### src/rtl/core/assert_macros.svh
// Assertion helpers. Both use the enclosing module's clk and rst_n.
`ifndef ASSERT_MACROS_SVH
`define ASSERT_MACROS_SVH

// Same-cycle implication.
`define ASSERT_IMP(label, ante, cons) \
    label: assert property (@(posedge clk) disable iff (!rst_n) (ante) |-> (cons)) \
        else $error("assertion failed");

// Next-cycle implication.
`define ASSERT_NEXT(label, ante, cons) \
    label: assert property (@(posedge clk) disable iff (!rst_n) (ante) |=> (cons)) \
        else $error("assertion failed");

`endif

### src/rtl/core/crpm_pkg.sv
`timescale 1ns / 1ps

package crpm_pkg;

    localparam int SAMPLE_W   = 16;
    localparam int MAG_W      = 16;
    localparam int SQ_W       = 31;
    localparam int BSUM_W     = 39;
    localparam int RSUM_W     = 62;
    localparam int CNT_W      = 32;
    localparam int LEN_W      = 9;
    localparam int POS_W      = 8;
    localparam int LEVEL_W    = 16;
    localparam int REM_W      = 33;
    localparam int SUB_W      = 34;
    localparam int ITER_W     = 6;
    localparam int DIV_STEPS  = 62;
    localparam int SQRT_STEPS = 16;
    localparam int MAX_BLOCK  = 256;
    localparam int APB_AW     = 3;
    localparam int APB_DW     = 32;

    localparam logic [LEN_W-1:0] LEN_RESET = 9'd128;

    // register index, taken from paddr[2]
    localparam logic REG_BLOCK_LENGTH = 1'b0;

    typedef logic [LEN_W-1:0] len_t;
    typedef logic [CNT_W-1:0] count_t;

    // zero reads as one, anything above MAX_BLOCK clamps
    function automatic len_t eff_len(input len_t raw);
        len_t r;
        r = raw;
        if (raw == '0)
            r = len_t'(1);
        else if (raw > len_t'(MAX_BLOCK))
            r = len_t'(MAX_BLOCK);
        return r;
    endfunction

endpackage

### src/rtl/core/cumulative_rms_peak_meter_core.sv
// A sample that does not end a block frees the input once it is squared and accumulated.
// A block-ending sample goes on: square, accumulate, a 62-step mean divide, update, a 62-step
// Leq divide and a 16-step square root in one shared subtract unit, then a load of the output
// register; a zero running sum skips the Leq divide and square root. No new sample is taken
// until the output register is loaded, so a result stall also holds the input. Reset (rst_n,
// async, low) clears all sums, counts and peak, sets the cumulative flag high (cumulative_ok
// takes it at the next result load) and sets block_length to 128.
`timescale 1ns / 1ps
`include "assert_macros.svh"

module cumulative_rms_peak_meter_core (
    input  logic                                 clk,
    input  logic                                 rst_n,
    // config port
    input  logic                                 psel,
    input  logic                                 penable,
    input  logic                                 pwrite,
    input  logic [crpm_pkg::APB_AW-1:0]          paddr,
    input  logic [crpm_pkg::APB_DW-1:0]          pwdata,
    output logic [crpm_pkg::APB_DW-1:0]          prdata,
    output logic                                 pready,
    // sample channel
    input  logic                                 sample_valid,
    output logic                                 sample_stall,
    input  logic signed [crpm_pkg::SAMPLE_W-1:0] sample,
    // result channel
    output logic                                 result_valid,
    input  logic                                 result_stall,
    output logic [crpm_pkg::LEVEL_W-1:0]         rms_level,
    output logic                                 rms_ok,
    output logic                                 cumulative_ok,
    output logic [crpm_pkg::LEVEL_W-1:0]         peak_mag
);
    import crpm_pkg::*;

    // sequencer states
    localparam logic [2:0] S_IDLE = 3'd0;
    localparam logic [2:0] S_SQ   = 3'd1;  // square the magnitude, track peak
    localparam logic [2:0] S_ACC  = 3'd2;  // add to block sum, test block end
    localparam logic [2:0] S_DIV1 = 3'd3;  // block sum / samples taken
    localparam logic [2:0] S_UPD  = 3'd4;  // fold mean into running sum
    localparam logic [2:0] S_DIV2 = 3'd5;  // running sum / block count
    localparam logic [2:0] S_SQRT = 3'd6;  // floor sqrt of that quotient
    localparam logic [2:0] S_OUT  = 3'd7;  // wait for the output register

    logic [2:0]          state_reg;
    len_t                len_reg;
    logic [MAG_W-1:0]    peak_reg;
    logic [BSUM_W-1:0]   bsum_reg;
    logic [POS_W-1:0]    pos_reg;
    logic [RSUM_W-1:0]   rsum_reg;
    count_t              cnt_reg;
    logic                flag_reg;
    logic                rv_reg;

    // datapath, no reset
    logic [MAG_W-1:0]    mag_reg;
    logic [SQ_W-1:0]     sq_reg;
    logic [REM_W-1:0]    rem_reg;
    logic [RSUM_W-1:0]   q_reg;
    count_t              div_reg;
    logic [LEVEL_W-1:0]  root_reg;
    logic [ITER_W-1:0]   iter_reg;
    logic [LEVEL_W-1:0]  lvl_reg;
    logic                ok_reg;
    logic                cum_reg;
    logic [LEVEL_W-1:0]  pk_reg;

    logic [MAG_W-1:0]    sample_u;
    logic [MAG_W-1:0]    mag;
    logic [2*MAG_W-1:0]  sq_full;
    logic [BSUM_W-1:0]   bsum_sum;
    len_t                taken;
    logic                blk_end;
    logic                cfg_wr;
    logic                out_free;
    logic [SUB_W-1:0]    sub_a;
    logic [SUB_W-1:0]    sub_b;
    logic [SUB_W:0]      sub_diff;
    logic                geq;
    logic [REM_W-1:0]    rem_step;
    logic                cnt_full;
    logic [RSUM_W-1:0]   rsum_new;
    count_t              cnt_new;

    // ---------------- config port ----------------
    assign pready = 1'b1;
    assign cfg_wr = psel && penable && pwrite && pready;
    assign prdata = (paddr[2] == REG_BLOCK_LENGTH) ? APB_DW'(len_reg) : '0;

    // ---------------- handshakes ----------------
    // only idle takes a sample; the output register parts the two sides
    assign sample_stall = (state_reg != S_IDLE);
    assign out_free     = !rv_reg || !result_stall;

    assign result_valid  = rv_reg;
    assign rms_level     = lvl_reg;
    assign rms_ok        = ok_reg;
    assign cumulative_ok = cum_reg;
    assign peak_mag      = pk_reg;

    // ---------------- per-sample arithmetic ----------------
    // two's complement magnitude; -1.0 gives 0x8000 = 32768
    assign sample_u = sample;
    assign mag      = sample_u[MAG_W-1] ? (~sample_u + MAG_W'(1)) : sample_u;
    assign sq_full  = (2*MAG_W)'(mag_reg) * (2*MAG_W)'(mag_reg);
    assign bsum_sum = bsum_reg + BSUM_W'(sq_reg);
    assign taken    = len_t'(pos_reg) + len_t'(1);
    // a length cut below the current count ends the block on the next sample
    assign blk_end  = (taken >= eff_len(len_reg));

    // ---------------- shared subtract unit ----------------
    // Divide: restoring shift-subtract, one quotient bit per cycle.
    // Sqrt: digit recurrence, trial = {root, 01}, two radicand bits per cycle.
    always_comb
    begin
        case (state_reg)
            S_SQRT:
            begin
                sub_a = {rem_reg[REM_W-2:0], q_reg[31:30]};
                sub_b = SUB_W'({root_reg, 2'b01});
            end
            default:
            begin
                sub_a = {rem_reg, q_reg[RSUM_W-1]};
                sub_b = SUB_W'(div_reg);
            end
        endcase
        sub_diff = {1'b0, sub_a} - {1'b0, sub_b};
        geq      = !sub_diff[SUB_W];
        rem_step = geq ? sub_diff[REM_W-1:0] : sub_a[REM_W-1:0];
    end

    // block-end fold; a saturated count restarts the average
    assign cnt_full = (cnt_reg == '1);
    assign rsum_new = cnt_full ? '0 : (rsum_reg + RSUM_W'(q_reg[SQ_W-1:0]));
    assign cnt_new  = cnt_full ? count_t'(1) : (cnt_reg + count_t'(1));

    // ---------------- control and state ----------------
    always_ff @(posedge clk or negedge rst_n)
    begin
        if (!rst_n)
        begin
            state_reg <= S_IDLE;
            len_reg   <= LEN_RESET;
            peak_reg  <= '0;
            bsum_reg  <= '0;
            pos_reg   <= '0;
            rsum_reg  <= '0;
            cnt_reg   <= '0;
            flag_reg  <= 1'b1;
            rv_reg    <= 1'b0;
        end
        else
        begin
            if (cfg_wr && (paddr[2] == REG_BLOCK_LENGTH))
                len_reg <= pwdata[LEN_W-1:0];

            // set on a load, cleared once the consumer takes the result
            if ((state_reg == S_OUT) && out_free)
                rv_reg <= 1'b1;
            else if (rv_reg && !result_stall)
                rv_reg <= 1'b0;

            case (state_reg)
                S_IDLE:
                begin
                    if (sample_valid)
                        state_reg <= S_SQ;
                end
                S_SQ:
                begin
                    if (mag_reg > peak_reg)
                        peak_reg <= mag_reg;
                    state_reg <= S_ACC;
                end
                S_ACC:
                begin
                    if (blk_end)
                    begin
                        bsum_reg  <= '0;
                        pos_reg   <= '0;
                        state_reg <= S_DIV1;
                    end
                    else
                    begin
                        bsum_reg  <= bsum_sum;
                        pos_reg   <= pos_reg + POS_W'(1);
                        state_reg <= S_IDLE;
                    end
                end
                S_DIV1:
                begin
                    if (iter_reg == ITER_W'(DIV_STEPS - 1))
                        state_reg <= S_UPD;
                end
                S_UPD:
                begin
                    rsum_reg <= rsum_new;
                    cnt_reg  <= cnt_new;
                    if (cnt_full)
                        flag_reg <= 1'b0;
                    // zero sum: level is zero, no divide needed
                    state_reg <= (rsum_new != '0) ? S_DIV2 : S_OUT;
                end
                S_DIV2:
                begin
                    if (iter_reg == ITER_W'(DIV_STEPS - 1))
                        state_reg <= S_SQRT;
                end
                S_SQRT:
                begin
                    if (iter_reg == ITER_W'(SQRT_STEPS - 1))
                        state_reg <= S_OUT;
                end
                S_OUT:
                begin
                    if (out_free)
                        state_reg <= S_IDLE;
                end
                default:
                    state_reg <= S_IDLE;
            endcase
        end
    end

    // ---------------- datapath ----------------
    always_ff @(posedge clk)
    begin
        case (state_reg)
            S_IDLE:
            begin
                if (sample_valid)
                    mag_reg <= mag;
            end
            S_SQ:
                sq_reg <= sq_full[SQ_W-1:0];
            S_ACC:
            begin
                q_reg    <= RSUM_W'(bsum_sum);
                rem_reg  <= '0;
                div_reg  <= count_t'(taken);
                iter_reg <= '0;
            end
            S_DIV1, S_DIV2:
            begin
                q_reg <= {q_reg[RSUM_W-2:0], geq};
                if (iter_reg == ITER_W'(DIV_STEPS - 1))
                begin
                    iter_reg <= '0;
                    if (state_reg == S_DIV2)
                    begin
                        rem_reg  <= '0;
                        root_reg <= '0;
                    end
                    else
                        rem_reg <= rem_step;
                end
                else
                begin
                    rem_reg  <= rem_step;
                    iter_reg <= iter_reg + ITER_W'(1);
                end
            end
            S_UPD:
            begin
                q_reg    <= rsum_new;
                rem_reg  <= '0;
                div_reg  <= cnt_new;
                iter_reg <= '0;
                root_reg <= '0;
            end
            S_SQRT:
            begin
                rem_reg  <= rem_step;
                root_reg <= {root_reg[LEVEL_W-2:0], geq};
                q_reg    <= {q_reg[RSUM_W-3:0], 2'b00};
                iter_reg <= iter_reg + ITER_W'(1);
            end
            S_OUT:
            begin
                if (out_free)
                begin
                    lvl_reg <= root_reg;
                    ok_reg  <= (rsum_reg != '0);
                    cum_reg <= flag_reg;
                    pk_reg  <= peak_reg;
                end
            end
            default:
            begin
            end
        endcase
    end

    // ---------------- assertions ----------------
    // an invalid level must read as zero
    `ASSERT_IMP(a_level_zero_when_invalid, result_valid && !rms_ok, rms_level == '0)
    // block mean never exceeds a full-scale square
    `ASSERT_IMP(a_mean_in_range, state_reg == S_UPD, q_reg[RSUM_W-1:SQ_W] == '0)
    // Leq divide never sees a zero count
    `ASSERT_IMP(a_div2_nonzero, state_reg == S_DIV2, div_reg != '0)
    // a loaded result carries the current flag
    `ASSERT_NEXT(a_out_load, state_reg == S_OUT && out_free, result_valid && (cumulative_ok == flag_reg))

endmodule
### config.mk
export PLATFORM = sky130hd
export DESIGN_NAME = cumulative_rms_peak_meter_core
export DESIGN_NICKNAME = d
export VERILOG_FILES = /design/src/rtl/core/crpm_pkg.sv /design/src/rtl/core/cumulative_rms_peak_meter_core.sv
export VERILOG_INCLUDE_DIRS = /design/src /design/src/rtl/core
export SDC_FILE = /design/constraint.sdc
export NUM_CORES = 1
export LEC_CHECK = 0
export BUFFER_PORTS_ARGS = -buffer_cell sky130_fd_sc_hd__buf_4
export CAP_MARGIN = 10
export CORE_ASPECT_RATIO = 1.1
export CORE_UTILIZATION = 64
export DETAILED_ROUTE_END_ITERATION = 7
export PLACE_DENSITY = 0.82
export SYNTH_ARGS = -nofsm -noshare
export SYNTH_HDL_FRONTEND = slang
export SYNTH_SLANG_ARGS = --single-unit
### constraint.sdc
create_clock -name clk -period 7.6 [get_ports clk]
set_input_delay 0.38 -clock clk [delete_from_list [all_inputs] [get_ports clk]]
set_output_delay 0.38 -clock clk [all_outputs]
set_load 0.05 [all_outputs]
# Word level (Yosys, flattened, before mapping)
# Cells that the tools add are included.
dict set report totals {
  input_bits 58
  elab_cells 110
  output_inout_bits 69
  register_bits 401
}
dict set report classes {
  n_reduce_logical 27
  addsub 8
  eq_ne 17
  n_mul 1
  bitwise 2
  muxes 31
  order_cmp 3
}
# operator n
set op_table {}
lappend op_table {{case mux 62 bit (4 select lines)} 1}
lappend op_table {{nonzero test 62 bit} 2}
lappend op_table {{2-to-1 mux 33 bit} 3}
lappend op_table {{case mux 33 bit (3 select lines)} 1}
lappend op_table {{2-to-1 mux 32 bit} 2}
lappend op_table {{case mux 32 bit (2 select lines)} 1}
lappend op_table {{adder 62 x 31 -> 62 bit} 1}
lappend op_table {{2-to-1 mux 62 bit} 1}
lappend op_table {{case mux 16 bit (3 select lines)} 1}
lappend op_table {{adder 39 x 31 -> 39 bit} 1}
lappend op_table {{2-to-1 mux 39 bit} 1}
lappend op_table {{subtractor 34 x 34 -> 35 bit} 1}
lappend op_table {{2-to-1 mux 34 bit} 1}
lappend op_table {{adder 32 x 1 -> 32 bit, second input constant} 1}
lappend op_table {{== test 32 bit, second input constant} 1}
lappend op_table {{2-to-1 mux 16 bit} 2}
lappend op_table {{multiplier 16 x 16 -> 31 bit} 1}
lappend op_table {{2-to-1 mux 9 bit} 3}
lappend op_table {{case mux 3 bit (8 select lines)} 1}
lappend op_table {{case mux 6 bit (3 select lines)} 1}
lappend op_table {{adder 16 x 1 -> 16 bit, second input constant} 1}
lappend op_table {{> comparator 16 bit} 1}
lappend op_table {{NOT 16 bit} 1}
lappend op_table {{2-to-1 mux 15 bit} 1}
lappend op_table {{29 further kinds} 58}

# Longest topological paths before layout
# Gate-level depths: netlist (run 1).
dict set report logic_depth {
  depth_word 7
  ltp_mapped 25
  ltp_nobuf 24
}

# Worst setup path before layout (run 1)
# No wires, ideal clock.
dict set report synth_timing {
  kind {reg-to-reg}
  startpoint {reg mag_reg[4]}
  endpoint {reg sq_reg[26], data pin}
  slack_ps 1468
  arrival_ps 5872
  setup_ps 260
  period_less_slack_ps 6132
  required_time_ps 7340
  stages_incl_launch_ff 21
  n_path_buf 2
  cell_sequence {edfxtp_1 -> clkbuf_1 -> clkbuf_1 -> nand2_1 -> fa_1 -> fa_1 -> inv_1 -> fa_1 -> fa_1 -> fa_1 -> inv_1 -> fa_1 -> inv_1 -> ha_1 -> and3_1 -> a211oi_1 -> o21ai_0 -> a21oi_1 -> o21ai_0 -> a21oi_1 -> xnor2_1}
}
dict set report synth_between {
  elab_chain_cells 1
}
# item line
set synth_lines {}
lappend synth_lines {{from (decl)} cumulative_rms_peak_meter_core.sv:57} ;# logic [MAG_W-1:0] mag_reg;
lappend synth_lines {{from (signal assigned)} cumulative_rms_peak_meter_core.sv:234} ;# mag_reg <= mag;
lappend synth_lines {{multiplier 16 x 16 -> 31 bit} cumulative_rms_peak_meter_core.sv:106} ;# assign sq_full = (2*MAG_W)'(mag_reg) * (2*MAG_W)'(mag_reg);
lappend synth_lines {{named net sq_full[26]} cumulative_rms_peak_meter_core.sv:71} ;# logic [2*MAG_W-1:0] sq_full;
lappend synth_lines {{to (signal assigned)} cumulative_rms_peak_meter_core.sv:237} ;# sq_reg <= sq_full[SQ_W-1:0];
lappend synth_lines {{to (decl)} cumulative_rms_peak_meter_core.sv:58} ;# logic [SQ_W-1:0] sq_reg;
# The timed path passes the listed nets, and every way through them passes these cells.
# A chain may end at the register's enable or synchronous reset.

# Final worst setup path (run 1)
dict set report layout_timing {
  startpoint {reg mag_reg[0]}
  endpoint {reg sq_reg[26], data pin}
}
# The elaborated chain is that of the path after synthesis.

==> results.json, run 1 <==
{
  "cts_tree": "yes",
  "die_x_um": 215.0,
  "vias": 26528,
  "arrival_ns": 7.22,
  "path_cells": "inv_1 -> nor2_1 -> inv_1 -> fa_1 -> fa_1 -> inv_1 -> ha_1 -> fa_1 -> fa_1 -> inv_1 -> fa_1 -> inv_1 -> ha_1 -> and3_1 -> a211oi_1 -> o21ai_0 -> a21oi_1 -> o21ai_0 -> a21oi_1 -> xnor2_1",
  "synth_cell_types": 93,
  "met3_wirelength_um": 5995,
  "antenna_left": 0,
  "port_buffers": 77,
  "status": "finished, final reports clean",
  "clk_pin_slew_ns": 0.06,
  "gp_congestion": 0.9556,
  "cts_resized": 0,
  "crit_path_end_kind": "register",
  "dieArea_sq_um": 50790,
  "initial_core_util_pct": 64.99,
  "yosys.area.top_type_share_pct": 21.54,
  "crit_type": "register to register",
  "first_iter_violations": 2457,
  "grt_pass1_wl_um": 136800,
  "crit_fanout": 15,
  "final-hold-violation-count": 0,
  "grt_pass1_vias": 26500,
  "netlist_instances": 3492,
  "track_usage_pct": 33.58,
  "fin_skew_ns": 0.02559,
  "worst_ep_required_time_ns": 7.91,
  "wire_per_inst_um": 20.37,
  "tns_ns": 0,
  "drive_gt1_share_pct": 7.583,
  "dr.pass1.iters": 6,
  "die_h_um": 236.3,
  "htreeDepth": 2,
  "synthFlopType": "edfxtp_1",
  "setup_viol": 0,
  "ys_ff_latch": 400,
  "relSlewSlack_pct": 30.36,
  "path_delay_family": "adder cells",
  "dr.max_layer_used": "met4",
  "cts.sinks": 400,
  "synth_area_leaders": "edfxtp_1 22%, dfrtp_1 13%, fa_1 10%",
  "overflow": 0,
  "route.met2.wl_um": 42780,
  "worstMarginPinSlew_ns": 1.035,
  "slew_violations": 0,
  "nets": 3944,
  "synthToLayoutAreaGrowth_pct": 8.166,
  "yosysTopAreaCell": "edfxtp_1",
  "synthArstFlopShare_pct": 42.75,
  "yosysSeqAreaShare_pct": 34.95,
  "grt_max_degree": 80,
  "hpwl_um": 62170,
  "antenna_cells": 0,
  "remaining_drc_errors": 0,
  "worstHoldPathType": "primary input to register",
  "cts_hold_buffers": 2,
  "slowest_stage": "edfxtp_1",
  "synth_edf_count": 229,
  "fmax_mhz": 144.7,
  "finalWirelength_um": 85280,
  "rsz0062_at_grt": "no",
  "cts-buffers-inserted": 44,
  "cts_root_buf": "clkbuf_16",
  "startpoint_type": "register",
  "fin_crit_ns": 6.910,
  "via_per_inst": 6.337,
  "fin_crit_sh_pct": 90.92,
  "yosysWarningCount": 0,
  "crit_path_max_incr_delay_ns": 0.72,
  "coreArea_sq_um": 49130,
  "met1_length_um": 33010,
  "rows": 85,
  "clockBufferDepth": 3,
  "critPathBufInv": 5,
  "grt_antenna_before_repair": 0,
  "nFillCells": 3718,
  "avgSynthCellArea_sq_um": 9.144,
  "io_pins": 127,
  "max-cap-violations": 0,
  "cts_setup_buffers": 0,
  "clk_latency_ns": 0.59,
  "syn_area_sq_um": 31930
}
[metrics by stage]
step	util [%]	worst slack, ns	hold slack, ns	cells	area, sq um
2_1_floorplan	-	1.468	0.08441	3514	32010
3_3_place_gp	67.17	0.8447	0.4324	4103	33000
3_5_place_dp	67.17	0.7814	0.4333	4103	33000
4_1_cts	70.29	0.7162	0.001361	4186	34540
5_1_grt	70.29	0.3134	0.01517	4186	34540
6_report	70.29	0.6900	0.02330	4186	34540
[placed cells by master, fill, tap and decap left out, types with 21 or more instances in the layout]
master / instances
a21o_1: 78
a21oi_1: 222
a22o_1: 25
a22oi_1: 21
and2_1: 77
and3_1: 52
buf_4: 120
clkbuf_16: 44
conb_1: 24
dfrtp_1: 166
edfxtp_1: 229
fa_1: 165
ha_1: 222
inv_1: 305
mux2_2: 22
nand2_1: 562
nand2b_1: 26
nand3_1: 49
nand4_1: 42
nor2_1: 184
nor2b_1: 25
nor3_1: 37
nor4_1: 25
o21a_1: 28
o21ai_0: 219
o21bai_1: 21
o31ai_1: 49
xnor2_1: 123
xor2_1: 65
[Yosys cell counts, drive strengths merged (8+ instances only)]
cell,count
nand2,565
inv,305
edfxtp,229
a21oi,224
ha,222
o21ai,222
nor2,186
dfrtp,169
fa,165
clkbuf,135
xnor2,123
a21o,78
and2,78
xor2,65
and3,52
o31ai,52
nand3,50
buf,49
nand4,43
nor3,40
o21a,30
nor2b,27
nand2b,26
nor4,26
a22o,25
mux2,22
or3,22
a22oi,21
o21bai,21
a31oi,20
mux2i,20
o22ai,19
a211oi,17
o211ai,13
or4,12
or2,11
a21boi,8
and4,8
[cells by family after synthesis]
group / after synthesis / share of synthesized area [%]
and+or+nand+nor: 1158 / 16.78
AOI/OAI and AO/OA: 824 / 16.48
buffers and inverters: 490 / 6.101
DFF: 400 / 34.95
adders and majority gates: 387 / 19.04
xor gates and xnor gates: 188 / 5.157
muxes: 43 / 1.473
other: 2 / 0.02352
[area by class of cell]
class	count	area, sq um	area share (%)
clock inverters	26	352.8	1.022
flip-flops and latches	400	11160	32.32
well taps	652	815.8	2.362
multi-input cells	2624	18960	54.91
repair buffers	123	932.1	2.699
clock buffers	55	1162	3.365
inverters	306	1149	3.326
[per-layer routing]
metal,global-route usage (%),vias to the layer above
met2,58.41,1177
met5,0,-
li1,-,12111
met4,14.29,0
met1,42.29,12980
met3,4.049,260
[final timing paths]
check / cells after the start / slack, ns / from / end
max: 20 / 0.69 / mag_reg[0] / sq_reg[26]
max reg2reg: 20 / 0.69 / mag_reg[0] / sq_reg[26]
min: 2 / 0.02 / pwdata[4] / len_reg[4]
max in group asynchronous: 3 / 5.77 / rst_n / peak_reg[7]
min reg2reg: 0 / 0.45 / root_reg[11] / rms_level[11]
min in group asynchronous: 2 / 0.40 / rst_n / rsum_reg[26]
Power of run 1 is not shown: default switching activity piles up to over one toggle a cycle in this logic, so the estimate is an artifact.
==> run 2, diff against run 1 <==
--- a/config.mk
+++ b/config.mk
@@ -7,8 +7,6 @@
 export NUM_CORES = 1
 export LEC_CHECK = 0
 export BUFFER_PORTS_ARGS = -buffer_cell sky130_fd_sc_hd__buf_4
-export CAP_MARGIN = 10
-export CORE_ASPECT_RATIO = 1.1
 export CORE_UTILIZATION = 64
 export DETAILED_ROUTE_END_ITERATION = 7
 export PLACE_DENSITY = 0.82
==> run 2 against run 1 <==
Against the previous run: the flow now finishes with violations (DRC); sequential share of layout area is 0.079 points higher; clock-buffer cell count is 5 higher; hold slack better by 0.0033 ns; wire length is 1.9% lower; cell area is 0.24% lower; non-clock buffer count is 9 lower; maximum frequency is 1.2% lower; critical path depth stayed put; final cell count hardly changed; global-route usage is 0.30 points lower; clock skew is 0.014 ns higher; utilization is 0.052 points lower; largest cell class unchanged.
==> results.json, run 2 (same netlist as run 1, synthesis figures left out) <==
{
  "status": "complete, but fails checks",
  "violations": "DRC",
  "crit_path_max_incr_delay_ns": 0.76,
  "startpoint_type": "register",
  "first_iter_violations": 2556,
  "grt_max_degree": 97,
  "die_x_um": 225.4,
  "slowest_stage": "edfxtp_1",
  "initial_core_util_pct": 65.10,
  "antenna_cells": 0,
  "mostFrequentLayoutCell": "nand2_1",
  "fin_crit_ns": 6.993,
  "worst_ep_required_time_ns": 7.92,
  "layout_setup_ws_ns": 0.6065,
  "final-hold-violation-count": 0,
  "clockBufferDepth": 3,
  "gp_congestion": 0.9328,
  "crit_type": "register to register",
  "track_usage_pct": 33.28,
  "hpwl_um": 61190,
  "coreArea_sq_um": 49050,
  "cts_resized": 0,
  "cts.sinks": 400,
  "dieArea_sq_um": 50790,
  "crit_path_end_kind": "register",
  "max-cap-violations": 0,
  "cts_hold_buffers": 3,
  "overflow": 0,
  "vias": 26436,
  "relSlewSlack_pct": 19.73,
  "dr.pass1.iters": 8,
  "cts_tree": "yes",
  "worstMarginPinSlew_ns": 1.189,
  "fin_skew_ns": 0.03914,
  "final_cell_area_sq_um": 34450,
  "path_cells": "and2_1 -> fa_1 -> inv_1 -> fa_1 -> inv_1 -> fa_1 -> fa_1 -> fa_1 -> inv_1 -> fa_1 -> inv_1 -> ha_1 -> a21oi_1 -> nor2b_1 -> a211oi_1 -> o21ai_0 -> a21oi_1 -> o21ai_0 -> a21oi_1 -> xnor2_1",
  "io_pins": 127,
  "via_per_inst": 6.309,
  "wire_per_inst_um": 19.96,
  "arrival_ns": 7.32,
  "synthToLayoutAreaGrowth_pct": 7.904,
  "worstHoldPathType": "primary input to register",
  "multi_input_area_sq_um": 18970,
  "postPlaceCellArea_sq_um": 32950,
  "layout_common_cells": "562 x nand2_1, 305 x inv_1, 229 x edfxtp_1",
  "fmax_mhz": 143.0,
  "antenna_left": 0,
  "grt_pass1_vias": 26405,
  "htreeDepth": 2,
  "rows": 81,
  "busiest_layer": "met2",
  "tns_ns": 0,
  "cts-buffers-inserted": 44,
  "use_met1_pct": 42.67,
  "grt_antenna_before_repair": 0,
  "ff_latch_area_sq_um": 11160,
  "grt_use_met2_pct": 55.91,
  "cts_setup_buffers": 0,
  "crit_top_cell": "fa_1",
  "grt_pass1_wl_um": 134600,
  "rsz0062_at_grt": "no",
  "nets": 3935,
  "dp_slack_ns": 0.7082,
  "crit_fanout": 20,
  "clk_latency_ns": 0.61,
  "grt_util_met3_pct": 4.928,
  "slew_violations": 0,
  "port_buffers": 77,
  "fin_crit_sh_pct": 92.02,
  "nFillCells": 3648,
  "setup_viol": 0,
  "die_h_um": 225.4,
  "cts_root_buf": "clkbuf_16",
  "finalWirelength_um": 83640,
  "clk_pin_slew_ns": 0.06,
  "drive_gt1_share_pct": 7.147,
  "remaining_drc_errors": 1
}
-- run 2: area by class of cell --
type	count	share of cell area, %
inverters	306	3.334
repair buffers	114	2.517
clock inverters	22	0.8026
well taps	664	2.411
multi-input cells	2624	55.05
flip-flops and latches	400	32.40
clock buffers	60	3.490
-- run 2: routing by layer --
metal | vias to the layer above | wire length [um]
met5 | - | 0
met4 | 0 | 3243
met3 | 245 | 6195
met2 | 1137 | 41270
met1 | 12961 | 32930
li1 | 12093 | -
-- run 2: critical path: cells and delay by family, from the launching register on --
kind / cells / cell delay, ns
DFF: 1 / 0.76
and+or+nand+nor: 2 / 0.47
adders and majority gates: 7 / 3.44
xor gates and xnor gates: 1 / 0.08
AOI/OAI and AO/OA: 6 / 1.73
buffers and inverters: 4 / 0.21
-- run 2: worst paths after layout --
check                      slack (ns)  cells after the start           end   startpoint
setup / recovery                 0.61                     20    sq_reg[26]   mag_reg[4]
hold / removal                   0.03                      2    len_reg[0]    pwdata[0]
setup reg to reg                 0.61                     20    sq_reg[26]   mag_reg[4]
hold reg to reg                  0.44                      0  rms_level[6]  root_reg[6]
max in group asynchronous        5.44                      3  state_reg[0]        rst_n
min in group asynchronous        0.48                      2  rsum_reg[46]        rst_n
-- run 2: through the flow --
step	utilization (%)	std cells	hold slack, ns
6_report	70.24	4190	0.02657
3_3_place_gp	67.16	4105	0.4204
2_1_floorplan	-	3514	0.08441
5_1_grt	70.24	4190	0.01795
3_5_place_dp	67.16	4105	0.4290
4_1_cts	70.24	4190	0.002395
Power of run 2 is left out for the same reason.
